File: src/c2rgb_pkg.sv
// Shared types, constants and lookup functions for the color text parser.
// Holds the palette name and color tables and the small helpers that read them.
// No dependencies; used by c2rgb_names and color_text_to_rgb565.
package c2rgb_pkg;

   // Block sizes and limits
   localparam int unsigned PALETTE_MAX       = 24;
   localparam int unsigned PALETTE_NAMES_DEF = 24;
   localparam int unsigned HEX_DIGITS        = 6;
   localparam int unsigned NAME_BITS         = 80;
   localparam int unsigned WORD_BITS         = 88;

   localparam logic [3:0]  COUNT_MAX       = 4'd15;
   localparam logic [3:0]  WORD_LEN        = 4'd11;
   localparam logic [3:0]  SHORT_HEX_COUNT = 4'd4;
   localparam logic [3:0]  LONG_HEX_COUNT  = 4'd7;

   // Character codes
   localparam logic [7:0]  NUL_CHAR     = 8'h00;
   localparam logic [7:0]  HASH_CHAR    = 8'h23;
   localparam logic [7:0]  UPPER_A_CHAR = 8'h41;
   localparam logic [7:0]  UPPER_F_CHAR = 8'h46;
   localparam logic [7:0]  UPPER_Z_CHAR = 8'h5A;
   localparam logic [7:0]  LOWER_A_CHAR = 8'h61;
   localparam logic [7:0]  LOWER_F_CHAR = 8'h66;
   localparam logic [7:0]  DIGIT_0_CHAR = 8'h30;
   localparam logic [7:0]  DIGIT_9_CHAR = 8'h39;
   localparam logic [7:0]  CASE_OFFSET  = 8'h20;

   localparam logic [15:0] MAGENTA_565 = 16'hF81F;

   localparam logic [WORD_BITS-1:0] WORD_STR = "transparent";

   // Palette names, right-justified with the first character highest
   localparam logic [NAME_BITS-1:0] NAME_STR [PALETTE_MAX] = '{
      "black", "white", "grey", "gray", "darkgrey", "darkgray",
      "lightgrey", "lightgray", "red", "darkred", "lightred", "brown",
      "darkbrown", "lightbrown", "orange", "yellow", "green", "darkgreen",
      "lightgreen", "blue", "darkblue", "lightblue", "purple", "pink"
   };

   localparam logic [3:0] NAME_LEN [PALETTE_MAX] = '{
      4'd5, 4'd5, 4'd4, 4'd4, 4'd8, 4'd8,
      4'd9, 4'd9, 4'd3, 4'd7, 4'd8, 4'd5,
      4'd9, 4'd10, 4'd6, 4'd6, 4'd5, 4'd9,
      4'd10, 4'd4, 4'd8, 4'd9, 4'd6, 4'd4
   };

   localparam logic [23:0] NAME_RGB [PALETTE_MAX] = '{
      24'h000000, 24'hffffff, 24'h9d9d9d, 24'h9d9d9d, 24'h697175, 24'h697175,
      24'hcccccc, 24'hcccccc, 24'hbe2633, 24'h732930, 24'he06f8b, 24'ha46422,
      24'h493c2b, 24'heeb62f, 24'heb8931, 24'hf7e26b, 24'h44891a, 24'h2f484e,
      24'ha3ce27, 24'h1d57f7, 24'h1b2632, 24'hb2dcef, 24'h342a97, 24'hde65e2
   };

   // Match results handed from the name matcher to the top level
   typedef struct packed {
      logic        transp_hit;
      logic        name_hit;
      logic [15:0] name_color;
   } name_hit_type;

   // Number of palette entries in use; larger requests stop at the table size
   function automatic int unsigned used_names(input int unsigned n);
      return (n > PALETTE_MAX) ? PALETTE_MAX : n;
   endfunction

   // Drop low bits of each channel to form 5-6-5
   function automatic logic [15:0] pack565(input logic [23:0] rgb);
      return {rgb[23:19], rgb[15:10], rgb[7:3]};
   endfunction

   // Fold A to Z onto lower case, leave all other bytes alone
   function automatic logic [7:0] to_lower(input logic [7:0] c);
      return (c >= UPPER_A_CHAR && c <= UPPER_Z_CHAR) ? c + CASE_OFFSET : c;
   endfunction

   // Character of a palette name at a position, zero past its end
   function automatic logic [7:0] name_char(input int unsigned idx, input logic [3:0] pos);
      logic [NAME_BITS-1:0] text;
      logic [3:0]           len;
      logic [3:0]           back;
      text = NAME_STR[idx];
      len  = NAME_LEN[idx];
      back = len - 4'd1 - pos;
      if (pos >= len) begin
         return NUL_CHAR;
      end
      return text[{back, 3'b000} +: 8];
   endfunction

   // Character of the transparent keyword at a position, zero past its end
   function automatic logic [7:0] word_char(input logic [3:0] pos);
      logic [3:0] back;
      back = WORD_LEN - 4'd1 - pos;
      if (pos >= WORD_LEN) begin
         return NUL_CHAR;
      end
      return WORD_STR[{back, 3'b000} +: 8];
   endfunction

   // Hex digit decode: bit 4 flags a byte that is not a hex digit
   function automatic logic [4:0] hex_nibble(input logic [7:0] c);
      logic [7:0] v;
      v = 8'd0;
      if (c >= DIGIT_0_CHAR && c <= DIGIT_9_CHAR) begin
         v = c - DIGIT_0_CHAR;
         return {1'b0, v[3:0]};
      end
      if (c >= LOWER_A_CHAR && c <= LOWER_F_CHAR) begin
         v = c - LOWER_A_CHAR + 8'd10;
         return {1'b0, v[3:0]};
      end
      if (c >= UPPER_A_CHAR && c <= UPPER_F_CHAR) begin
         v = c - UPPER_A_CHAR + 8'd10;
         return {1'b0, v[3:0]};
      end
      return 5'b1_0000;
   endfunction

endpackage

File: src/c2rgb_names.sv
// Name matcher: compares one lowered character against the keyword and palette names.
// Produces the next match vector and the end-of-text hit and palette color.
// Depends on c2rgb_pkg.
module c2rgb_names #(
   parameter int unsigned PALETTE_NAMES = c2rgb_pkg::PALETTE_NAMES_DEF,
   localparam int unsigned NAMES_USED = c2rgb_pkg::used_names(PALETTE_NAMES)
) (
   input  logic                      [7:0] char_lc,
   input  logic                      [3:0] char_pos,
   input  logic             [NAMES_USED:0] match_cur,
   output logic             [NAMES_USED:0] match_next,
   output c2rgb_pkg::name_hit_type         hit
);

   // Keep a candidate alive only while every character lines up
   always_comb begin
      match_next[0] = match_cur[0] && (char_pos < c2rgb_pkg::WORD_LEN) &&
                      (char_lc == c2rgb_pkg::word_char(char_pos));
      for (int i = 0; i < int'(NAMES_USED); i++) begin
         match_next[i+1] = match_cur[i+1] &&
                           (char_pos < c2rgb_pkg::NAME_LEN[i]) &&
                           (char_lc == c2rgb_pkg::name_char(i, char_pos));
      end
   end

   // At end of text: first surviving name whose length equals the count wins
   always_comb begin
      hit.transp_hit = match_cur[0] && (char_pos == c2rgb_pkg::WORD_LEN);
      hit.name_hit   = 1'b0;
      hit.name_color = c2rgb_pkg::MAGENTA_565;
      for (int i = int'(NAMES_USED) - 1; i >= 0; i--) begin
         if (match_cur[i+1] && (char_pos == c2rgb_pkg::NAME_LEN[i])) begin
            hit.name_hit   = 1'b1;
            hit.name_color = c2rgb_pkg::pack565(c2rgb_pkg::NAME_RGB[i]);
         end
      end
   end

endmodule

File: src/color_text_to_rgb565.sv
// Color text parser top level: input register, per-character state, result register.
// Turns a zero-terminated color string into an RGB565 value and a transparent flag.
// Depends on c2rgb_pkg and c2rgb_names.
//
// Usage:
//   req_* carries one character per transfer in req_tdata[7:0]. A zero byte ends
//   the string; only that byte produces a result. Nonzero bytes only update state.
//   rsp_* carries one result per string: rsp_tdata[15:0] is the RGB565 color
//   (0xF81F when not recognized), rsp_tuser is set for "transparent".
//   Result path: the zero byte is taken into the input register, then its result
//   is loaded into the result register, from which it can transfer on rsp_*.
//   Throughput: one character per cycle, back to back, including terminators,
//   as long as the receiver takes results. The per-character state registers
//   form a loop that folds each character in fully as it leaves the input register.
//   Stall: a result waits in the result register; the next string's characters
//   keep flowing in. A second terminator waits in the input register until the
//   result register frees, and req_tready drops while it waits.
//   Reset: synchronous, active high; clears both channels and the parse state.
module color_text_to_rgb565 #(
   parameter int unsigned PALETTE_NAMES = c2rgb_pkg::PALETTE_NAMES_DEF,
   localparam int unsigned NAMES_USED = c2rgb_pkg::used_names(PALETTE_NAMES)
) (
   input  logic        clock,
   input  logic        reset,
   input  logic        req_tvalid,
   output logic        req_tready,
   input  logic  [7:0] req_tdata,   // [7:0] char_byte
   output logic        rsp_tvalid,
   input  logic        rsp_tready,
   output logic [15:0] rsp_tdata,   // [15:0] rgb565_color
   output logic        rsp_tuser    // [0] is_transparent
);

   logic                   in_valid_ff;
   logic             [7:0] in_char_ff;
   logic                   in_adv;
   logic                   in_end;
   logic                   out_free;
   logic                   out_load;

   logic             [3:0] count_ff;
   logic                   hash_ff;
   logic                   hex_valid_ff;
   logic             [3:0] hex_dig_ff [c2rgb_pkg::HEX_DIGITS];
   logic    [NAMES_USED:0] match_ff;
   logic    [NAMES_USED:0] match_in;

   logic             [7:0] char_lc;
   logic             [4:0] nib;
   c2rgb_pkg::name_hit_type hit;

   logic            [15:0] color_in;
   logic                   transp_in;

   logic                   rsp_valid_ff;
   logic            [15:0] rsp_color_ff;
   logic                   rsp_transp_ff;

   // Handshake: a character moves on unless it ends a string and the result is held
   assign in_end     = (in_char_ff == c2rgb_pkg::NUL_CHAR);
   assign out_free   = !rsp_valid_ff || rsp_tready;
   assign in_adv     = in_valid_ff && (!in_end || out_free);
   assign out_load   = in_adv && in_end;
   assign req_tready = !in_valid_ff || in_adv;

   // Input register
   always_ff @(posedge clock) begin
      if (reset) begin
         in_valid_ff <= 1'b0;
      end else if (req_tready) begin
         in_valid_ff <= req_tvalid;
      end
   end

   always_ff @(posedge clock) begin
      if (req_tready && req_tvalid) begin
         in_char_ff <= req_tdata;
      end
   end

   assign char_lc = c2rgb_pkg::to_lower(in_char_ff);
   assign nib     = c2rgb_pkg::hex_nibble(in_char_ff);

   c2rgb_names #(
      .PALETTE_NAMES (PALETTE_NAMES)
   ) u_names (
      .char_lc    (char_lc),
      .char_pos   (count_ff),
      .match_cur  (match_ff),
      .match_next (match_in),
      .hit        (hit)
   );

   // Fold one character into the parse state; clear it once a string ends
   always_ff @(posedge clock) begin
      if (reset) begin
         count_ff     <= '0;
         hash_ff      <= 1'b0;
         hex_valid_ff <= 1'b1;
         match_ff     <= '1;
      end else if (in_adv) begin
         if (in_end) begin
            count_ff     <= '0;
            hash_ff      <= 1'b0;
            hex_valid_ff <= 1'b1;
            match_ff     <= '1;
         end else begin
            match_ff <= match_in;
            if (count_ff == 4'd0) begin
               hash_ff <= (in_char_ff == c2rgb_pkg::HASH_CHAR);
            end else if (count_ff <= 4'(c2rgb_pkg::HEX_DIGITS) && nib[4]) begin
               hex_valid_ff <= 1'b0;
            end
            if (count_ff < c2rgb_pkg::COUNT_MAX) begin
               count_ff <= count_ff + 4'd1;
            end
         end
      end
   end

   // Capture hex digits at positions one to six; bad digits store zero
   always_ff @(posedge clock) begin
      for (int i = 0; i < int'(c2rgb_pkg::HEX_DIGITS); i++) begin
         if (in_adv && !in_end && count_ff == 4'(i + 1)) begin
            hex_dig_ff[i] <= nib[4] ? 4'd0 : nib[3:0];
         end
      end
   end

   // Pick the result: keyword, then hex forms, then palette names
   always_comb begin
      color_in  = c2rgb_pkg::MAGENTA_565;
      transp_in = 1'b0;
      priority if (count_ff == 4'd0) begin
         color_in = c2rgb_pkg::MAGENTA_565;
      end else if (hit.transp_hit) begin
         color_in  = 16'h0000;
         transp_in = 1'b1;
      end else if (hash_ff) begin
         if (hex_valid_ff && count_ff == c2rgb_pkg::SHORT_HEX_COUNT) begin
            color_in = {hex_dig_ff[0], hex_dig_ff[0][3],
                        hex_dig_ff[1], hex_dig_ff[1][3:2],
                        hex_dig_ff[2], hex_dig_ff[2][3]};
         end else if (hex_valid_ff && count_ff == c2rgb_pkg::LONG_HEX_COUNT) begin
            color_in = {hex_dig_ff[0], hex_dig_ff[1][3],
                        hex_dig_ff[2], hex_dig_ff[3][3:2],
                        hex_dig_ff[4], hex_dig_ff[5][3]};
         end
      end else if (hit.name_hit) begin
         color_in = hit.name_color;
      end else begin
         color_in = c2rgb_pkg::MAGENTA_565;
      end
   end

   // Result register: load on a string end, drop once the transfer completes
   always_ff @(posedge clock) begin
      if (reset) begin
         rsp_valid_ff <= 1'b0;
      end else if (out_load) begin
         rsp_valid_ff <= 1'b1;
      end else if (rsp_tready) begin
         rsp_valid_ff <= 1'b0;
      end
   end

   always_ff @(posedge clock) begin
      if (out_load) begin
         rsp_color_ff  <= color_in;
         rsp_transp_ff <= transp_in;
      end
   end

   assign rsp_tvalid = rsp_valid_ff;
   assign rsp_tdata  = rsp_color_ff;
   assign rsp_tuser  = rsp_transp_ff;

`ifndef SYNTHESIS
   // A string end leaves the parse state at its start values
   a_clear_after_end: assert property (@(posedge clock) disable iff (reset)
      out_load |=> (count_ff == 4'd0) && (match_ff == '1) && !hash_ff && hex_valid_ff)
      else $error("parse state not cleared after string end");

   // Transparent results always carry color zero
   a_transp_zero: assert property (@(posedge clock) disable iff (reset)
      (rsp_tvalid && rsp_tuser) |-> (rsp_tdata == 16'h0000))
      else $error("transparent result with nonzero color");

   // A new result appears only after a terminator moved on
   a_result_source: assert property (@(posedge clock) disable iff (reset)
      $rose(rsp_tvalid) |-> $past(out_load))
      else $error("result appeared without a string end");

   // A held result is never overwritten
   a_no_overwrite: assert property (@(posedge clock) disable iff (reset)
      (rsp_tvalid && !rsp_tready) |-> !out_load)
      else $error("result register loaded while stalled");

   // With no characters counted, every candidate is still alive
   a_start_state: assert property (@(posedge clock) disable iff (reset)
      (count_ff == 4'd0) |-> (match_ff == '1) && hex_valid_ff)
      else $error("candidates lost before any character");
`endif

endmodule
File: config.mk
export PLATFORM = sky130hd
export DESIGN_NAME = color_text_to_rgb565
export DESIGN_NICKNAME = d
export VERILOG_FILES = /design/src/c2rgb_pkg.sv /design/src/c2rgb_names.sv /design/src/color_text_to_rgb565.sv
export SDC_FILE = /design/constraint.sdc
export NUM_CORES = 1
export LEC_CHECK = 0
export BUFFER_PORTS_ARGS = -buffer_cell sky130_fd_sc_hd__clkbuf_2
export CORE_MARGIN = 5
export CORE_UTILIZATION = 58
export CTS_CLUSTER_DIAMETER = 60
export DETAILED_ROUTE_END_ITERATION = 12
export MAX_ROUTING_LAYER = met4
export PLACE_DENSITY_LB_ADDON = 0.12
export SLEW_MARGIN = 20
export SYNTH_ARGS = -nofsm -noshare
export SYNTH_HDL_FRONTEND = slang
export SYNTH_HIERARCHICAL = 1
export SYNTH_SLANG_ARGS = --single-unit
File: constraint.sdc
create_clock -name clock -period 3.2 [get_ports clock]
set_input_delay 0.64 -clock clock [delete_from_list [all_inputs] [get_ports clock]]
set_output_delay 0.64 -clock clock [all_outputs]
set_load 0.02 [all_outputs]
==> results of run 1 <==
==> final cells by class <==
type | instances | area [um^2]
multi-input combinational | 917 | 5799
fill | 1254 | 4876
sequential | 77 | 1982
timing repair buffer | 86 | 570.5
clock buffer | 10 | 229.0
tap | 180 | 225.2
inverter | 36 | 135.1
clock inverter | 6 | 63.81
==> final timing paths <==
path / endpoint / slack, ns
hold / removal: in_char_ff[5] / 0.48
hold reg to reg: hex_valid_ff / 0.53
setup reg to reg: match_ff[8] / 0.17
setup / recovery: match_ff[8] / 0.17
==> per-stage QoR <==
stage | worst slack [ns] | power [W] | cells
final | 0.1677 | 0.003060 | 1312
after global routing | -0.02017 | 0.003180 | 1312
after CTS | 0.01554 | 0.003025 | 1311
after detailed placement | -0.002727 | 0.002006 | 1295
after global placement | 0.1213 | 0.001997 | 1295
after floorplan | 0.1229 | 0.001767 | 1107
==> synthesized netlist by cell type, types with 6 or more instances <==
| library cell | instances |
|---|---|
| a21boi_0 | 6 |
| a21o_1 | 7 |
| a21oi_1 | 87 |
| a22oi_1 | 10 |
| a31oi_1 | 23 |
| and2_1 | 11 |
| and3_1 | 19 |
| buf_1 | 15 |
| buf_2 | 15 |
| clkbuf_1 | 44 |
| dfxtp_1 | 33 |
| edfxtp_1 | 44 |
| ha_1 | 39 |
| inv_1 | 32 |
| mux2i_1 | 11 |
| nand2_1 | 122 |
| nand2b_1 | 50 |
| nand3_1 | 37 |
| nand4_1 | 19 |
| nor2_1 | 89 |
| nor2b_1 | 13 |
| nor3_1 | 40 |
| nor4_1 | 12 |
| o211ai_1 | 8 |
| o21a_1 | 6 |
| o21ai_0 | 72 |
| o22ai_1 | 43 |
| o31ai_1 | 13 |
| o32ai_1 | 7 |
| or2_2 | 7 |
| xnor2_1 | 58 |
| xor2_1 | 9 |
==> placed cells by master, fill, tap and decap left out, types with 8 or more instances in the layout <==
| cell | instances |
|---|---|
| a21oi_1 | 85 |
| a22oi_1 | 10 |
| a31oi_1 | 23 |
| and2_1 | 11 |
| and3_1 | 19 |
| buf_4 | 56 |
| clkbuf_16 | 9 |
| clkbuf_2 | 30 |
| dfxtp_1 | 33 |
| edfxtp_1 | 44 |
| ha_1 | 39 |
| inv_1 | 31 |
| mux2i_1 | 11 |
| nand2_1 | 122 |
| nand2b_1 | 50 |
| nand3_1 | 37 |
| nand4_1 | 19 |
| nor2_1 | 88 |
| nor2b_1 | 13 |
| nor3_1 | 39 |
| nor4_1 | 11 |
| o211ai_1 | 8 |
| o21ai_0 | 71 |
| o22ai_1 | 43 |
| o31ai_1 | 13 |
| xnor2_1 | 58 |
| xor2_1 | 9 |
==> metal layers <==
| layer | GRT usage | part of all wire |
|---|---|---|
| met5 | - | 0 |
| met4 | 0.1087 | 0.033 |
| met3 | 0.07555 | 0.11 |
| met2 | 0.5186 | 0.44 |
| met1 | 0.4574 | 0.41 |
==> repair_timing <==
action / in CTS / in global routing
pin swaps: 1 / 3
setup endpoints to repair: 2 / 16
gates resized for setup: 3 / 7
buffers inserted: 0 / 1
==> cells by family after synthesis <==
group / count (synthesis) / share of synthesized area
simple gates: 451 / 0.2799
xor+xnor: 67 / 0.07161
fa+ha+maj: 39 / 0.05955
mux: 14 / 0.01756
buf+inv: 113 / 0.05512
flops: 77 / 0.2419
compound gates: 346 / 0.2744
==> state kept, by name, summed over array words and instances (netlist names) <==
name	flops
in_char_ff	8
in_valid_ff	1
match_ff	25
count_ff	4
hash_ff	1
rsp_tuser	1
hex_valid_ff	1
hex_dig_ff	19
rsp_tdata	16
rsp_tvalid	1
==> power breakdown <==
group | internal, W | switching (W)
logic | 0.000342 | 0.000569
registers | 0.00108 | 0.0000430
clock network | 0.000603 | 0.000427
==> results.sh, run 1 <==
export IMPL_final_setup_skew_ns=0.007540
export IMPL_rows=43
export IMPL_power_per_cell_area_mw_per_mm2=339.8
export IMPL_htreeDepth=3
export IMPL_syn2layout_area_growth_pct=9.895
export IMPL_clk_latency_ns=0.34
export IMPL_wire_per_inst_um=21.43
export IMPL_path_common_cell="o22ai_1"
export IMPL_status="finished, final reports clean"
export IMPL_final_cell_area_mm2=0.009005
export IMPL_cts_tree="done"
export IMPL_final_util=0.6487
export IMPL_crit_type="register to register"
export IMPL_routed_wl_um=28120
export IMPL_vias=8870
export IMPL_yosys_register_bits=77
export IMPL_cp_top_family="compound AO/OA/AOI/OAI gates"
export IMPL_drive_above_1_share=0.1290
export IMPL_crit_path_max_incr_delay_ns=0.60
export IMPL_grt_usage=0.3427
export IMPL_synth_net_count=1158
export IMPL_cp_startpoint="count_ff[2]"
export IMPL_fin_crit_sh=0.9476
export IMPL_overflow=0
export IMPL_drt_drc_violations_left=0
export IMPL_cts_sinks=77
export IMPL_cts_root_buf="clkbuf_16"
export IMPL_synth_top_area_cell="edfxtp_1"
export IMPL_start_util=0.5903
export IMPL_crit_slowest_cell="ha_1"
export IMPL_timing_hold_ws_ns=0.4794
export IMPL_timing_rr_start="count_ff[2]"
export IMPL_crit_arrival_ns=3.32
export IMPL_syn_cell_area_mm2=0.008194
export IMPL_cts_hold_buf=0
export IMPL_required_ns=3.48
export IMPL_whs_path_depth=1
export IMPL_clockBufferDepth=2
export IMPL_place_congestion=0.9703
export IMPL_design_portCount=31
export IMPL_die_area_mm2=0.01660
export IMPL_die_w_um=128.9
export IMPL_grt_pass1_wl_um=43590
export IMPL_synthTopCellsByArea="edfxtp_1 16%, dfxtp_1 8.1%, xnor2_1 6.2%"
export IMPL_cts_buffers=9
export IMPL_drt_pass1_iter_count=6
export IMPL_worst_path_buf_inv=2
export IMPL_maxCapViolCount=0
export IMPL_drt_iter0_markers=1110
export IMPL_syn_inst=1107
export IMPL_worst_pin_slew_ns=0.8710
export IMPL_nets=1178
export IMPL_synthArstFlopShare=0
export IMPL_critPathLaunchType="register"
export IMPL_ys_seq_area_frac=0.2419
export IMPL_synth_edff_count=44
export IMPL_grt_pass1_vias=8029
export IMPL_slew_violations=0
export IMPL_io_buffers=30
export IMPL_synthFlopType="edfxtp_1"
export IMPL_p_leak_nw=3.540
export IMPL_post_dp_hpwl_um=20110
export IMPL_ir_drop_mv=0.4304
export IMPL_hold_violations=0
export IMPL_vias_per_cell=6.761
export IMPL_placeableCoreArea_mm2=0.01388
export IMPL_dpl_instance_area_mm2=0.008666
export IMPL_synth_top_cell_area_share=0.1612
export IMPL_hold_start="req_tdata[5]"
export IMPL_fin_tns_setup_ns=0
export IMPL_synthDistinctLibCells=91
export IMPL_antenna_cells=0
export IMPL_crit_cells=11
export IMPL_slew_headroom=0.4181
export IMPL_path_cells="inv_1, ha_1, clkinv_1, a21oi_1, xnor2_1, a31oi_1, o22ai_1, nand3_1, nor3_1, o22ai_1, nand2b_1"
export IMPL_cts_clk_slew_worst_paths_ns=0.07
export IMPL_cp_max_fo=10
export IMPL_post_route_min_period_ns=3.032
export IMPL_clock_fmax_mhz=329.8
export IMPL_die_height_um=128.9
export IMPL_antenna_found_initial=0
export IMPL_grt_max_degree=38
export IMPL_ant_nets=0
export IMPL_avgSynthCellArea_um2=7.402
export IMPL_min_path_type="input port to register"
export IMPL_setup_violations=0
export IMPL_cp_end_kind="register"
export IMPL_r2r_cells=11
export IMPL_ys_warn_count=6
(Power assumes the default switching activity.)
==> inputs of run 2 (changes only) <==
--- a/config.mk
+++ b/config.mk
@@ -10,7 +10,6 @@
 export CORE_UTILIZATION = 58
 export CTS_CLUSTER_DIAMETER = 60
 export DETAILED_ROUTE_END_ITERATION = 12
-export MAX_ROUTING_LAYER = met4
 export PLACE_DENSITY_LB_ADDON = 0.12
 export SLEW_MARGIN = 20
 export SYNTH_ARGS = -nofsm -noshare
==> run 2 against run 1 <==
Net effect: global-route usage down 1.9 points; cell count fell by 0.46%; sequential share of layout area rose by 0.086 points; non-clock buffer count down 6; core utilization fell by 0.25 points; first-iteration DRC count rose by 6.6%; die area is the same; combinational power is 1% lower; routed wire length down 3.7%; largest cell class unchanged; highest routed layer unchanged.
==> results.sh, run 2 (synthesis results as in run 1) <==
export IMPL_p_leak_nw=3.509
export IMPL_place_congestion=0.9881
export IMPL_routed_wl_um=27070
export IMPL_clockBufferDepth=2
export IMPL_start_util=0.5903
export IMPL_worst_path_buf_inv=2
export IMPL_overflow=0
export IMPL_final_setup_skew_ns=0.008241
export IMPL_status="finished, final reports clean"
export IMPL_min_path_type="input port to register"
export IMPL_cts_sinks=77
export IMPL_crit_slowest_cell="ha_1"
export IMPL_required_ns=3.48
export IMPL_cp_end_kind="register"
export IMPL_io_buffers=30
export IMPL_ir_drop_mv=0.3858
export IMPL_wire_per_inst_um=20.73
export IMPL_grt_usage=0.3238
export IMPL_nets=1172
export IMPL_cp_max_fo=9
export IMPL_timing_rr_start="count_ff[2]"
export IMPL_cp_top_family="compound AO/OA/AOI/OAI gates"
export IMPL_p_seq_frac=0.365
export IMPL_drt_pass1_iter_count=6
export IMPL_antenna_found_initial=0
export IMPL_p_int_w=0.002041
export IMPL_fillers=1267
export IMPL_maxCapViolCount=0
export IMPL_slew_headroom=0.4585
export IMPL_worst_pin_slew_ns=0.8085
export IMPL_post_cts_buffers=0
export IMPL_design_portCount=31
export IMPL_drt_iter0_markers=1183
export IMPL_combPwrFrac=0.294
export IMPL_r2r_slack_ns=0.15
export IMPL_critPathLaunchType="register"
export IMPL_crit_path_max_incr_delay_ns=0.44
export IMPL_hold_violations=0
export IMPL_power_per_cell_area_mw_per_mm2=341.5
export IMPL_vias_per_cell=6.694
export IMPL_die_w_um=128.9
export IMPL_r2r_cells=12
export IMPL_final_common_cell="nand2_1"
export IMPL_die_height_um=128.9
export IMPL_placeableCoreArea_mm2=0.01388
export IMPL_place_ws_ns=0.02625
export IMPL_whs_path_depth=1
export IMPL_post_route_min_period_ns=3.052
export IMPL_grt_pass1_vias=7985
export IMPL_cts_tree="done"
export IMPL_crit_arrival_ns=3.34
export IMPL_clkPwrFrac=0.341
export IMPL_grt_pass1_wl_um=42740
export IMPL_sw_frac_of_total=0.3335
export IMPL_die_area_mm2=0.01660
export IMPL_htreeDepth=3
export IMPL_drive_above_1_share=0.1252
export IMPL_ant_nets=0
export IMPL_cts_root_buf="clkbuf_16"
export IMPL_drt_drc_violations_left=0
export IMPL_regMostFlops="match_ff"
export IMPL_r2r_end="match_ff[18]"
export IMPL_grt_max_degree=38
export IMPL_hold_start="req_tdata[7]"
export IMPL_fin_crit_sh=0.9539
export IMPL_slew_violations=0
export IMPL_clk_latency_ns=0.34
export IMPL_vias=8742
export IMPL_cts_buffers=9
export IMPL_syn2layout_area_growth_pct=9.467
export IMPL_path_cells="inv_1, ha_1, buf_4, nand2_1, a21oi_1, o21bai_1, a31oi_1, xnor2_1, nand2_1, nor4_1, o22ai_1, nand2b_1"
export IMPL_setup_violations=0
export IMPL_fin_cells=1306
export IMPL_largest_register_ffs=25
export IMPL_fin_ws_ns=0.1476
export IMPL_placed_cells_incl_taps=1290
export IMPL_cts_clk_slew_worst_paths_ns=0.06
export IMPL_min_to="in_char_ff[7]"
export IMPL_rows=43
export IMPL_clock_fmax_mhz=327.6
export IMPL_p_sw_w=0.001021
export IMPL_cts_hold_buf=0
export IMPL_post_dp_hpwl_um=19680
export IMPL_layout_cells_most_common_list="122 x nand2_1, 88 x nor2_1, 85 x a21oi_1"
export IMPL_path_common_cell="nand2_1"
export IMPL_antenna_cells=0
export IMPL_crit_type="register to register"
[run 2: cell type report]
class | count | area (um^2) | area share
clock buffers | 11 | 242.7 | 0.02706
repair buffers | 80 | 525.5 | 0.05859
flip-flops and latches | 77 | 1982 | 0.2210
inverters | 36 | 135.1 | 0.01506
well taps | 180 | 225.2 | 0.02511
clock inverters | 5 | 60.06 | 0.006695
multi-input cells | 917 | 5799 | 0.6465
[run 2: how the worst max path moves through the flow]
stage | startpoint | endpoint | slack [ns] | depth (start not counted)
5_1_grt | in_char_ff[0] | match_ff[15] | -0.01 | 15
2_1_floorplan | count_ff[1] | match_ff[12] | 0.12 | 12
4_1_cts | in_char_ff[0] | match_ff[15] | 0.008 | 15
3_5_place_dp | in_char_ff[0] | match_ff[15] | 0.03 | 15
3_3_place_gp | in_char_ff[0] | match_ff[15] | 0.13 | 15
6_report | count_ff[2] | match_ff[18] | 0.15 | 12
[run 2: what timing repair did]
item                                   4_1_cts  5_1_grt
endpoints found under the hold margin        0        0
setup endpoints to repair                    0       17
gates resized for setup                      0       11
[run 2: layer usage]
| metal | track usage | up-vias | wire, um |
|---|---|---|---|
| met5 | 0 | - | 0 |
| met4 | 0.1032 | 0 | 820 |
| met3 | 0.07264 | 90 | 2711 |
| met2 | 0.5012 | 486 | 11970 |
| met1 | 0.4498 | 4073 | 11570 |
| li1 | - | 4093 | - |
[run 2: per-stage QoR]
stage	instance area [um^2]	hold WS [ns]	util	power, W	TNS, ns
after global placement	8628	0.5015	0.6216	0.001993	0
after CTS	8931	0.4662	0.6434	0.003043	0
after floorplan	8194	0.4743	-	0.001767	0
after detailed placement	8628	0.5159	0.6216	0.002000	0
final	8970	0.4764	0.6462	0.003063	0
after global routing	8970	0.4694	0.6462	0.003196	-0.01163
[run 2: worst register-to-register path: cells and delay by family, from the launching register on]
family / cells / cell delay [ns]
AOI/OAI and AO/OA: 4 / 0.97
and+or+nand+nor: 4 / 0.56
buffers and inverters: 2 / 0.50
adders and majority gates: 1 / 0.44
DFF: 1 / 0.36
xor gates and xnor gates: 1 / 0.19
[run 2: power groups by stage]
stage               logic, W  clock network, W  registers, W
finish              0.000900           0.00105       0.00112
global route        0.000965           0.00111       0.00112
CTS                 0.000867           0.00106       0.00112
detailed placement  0.000862                 0       0.00114
global placement    0.000856                 0       0.00114
floorplan           0.000637                 0       0.00113
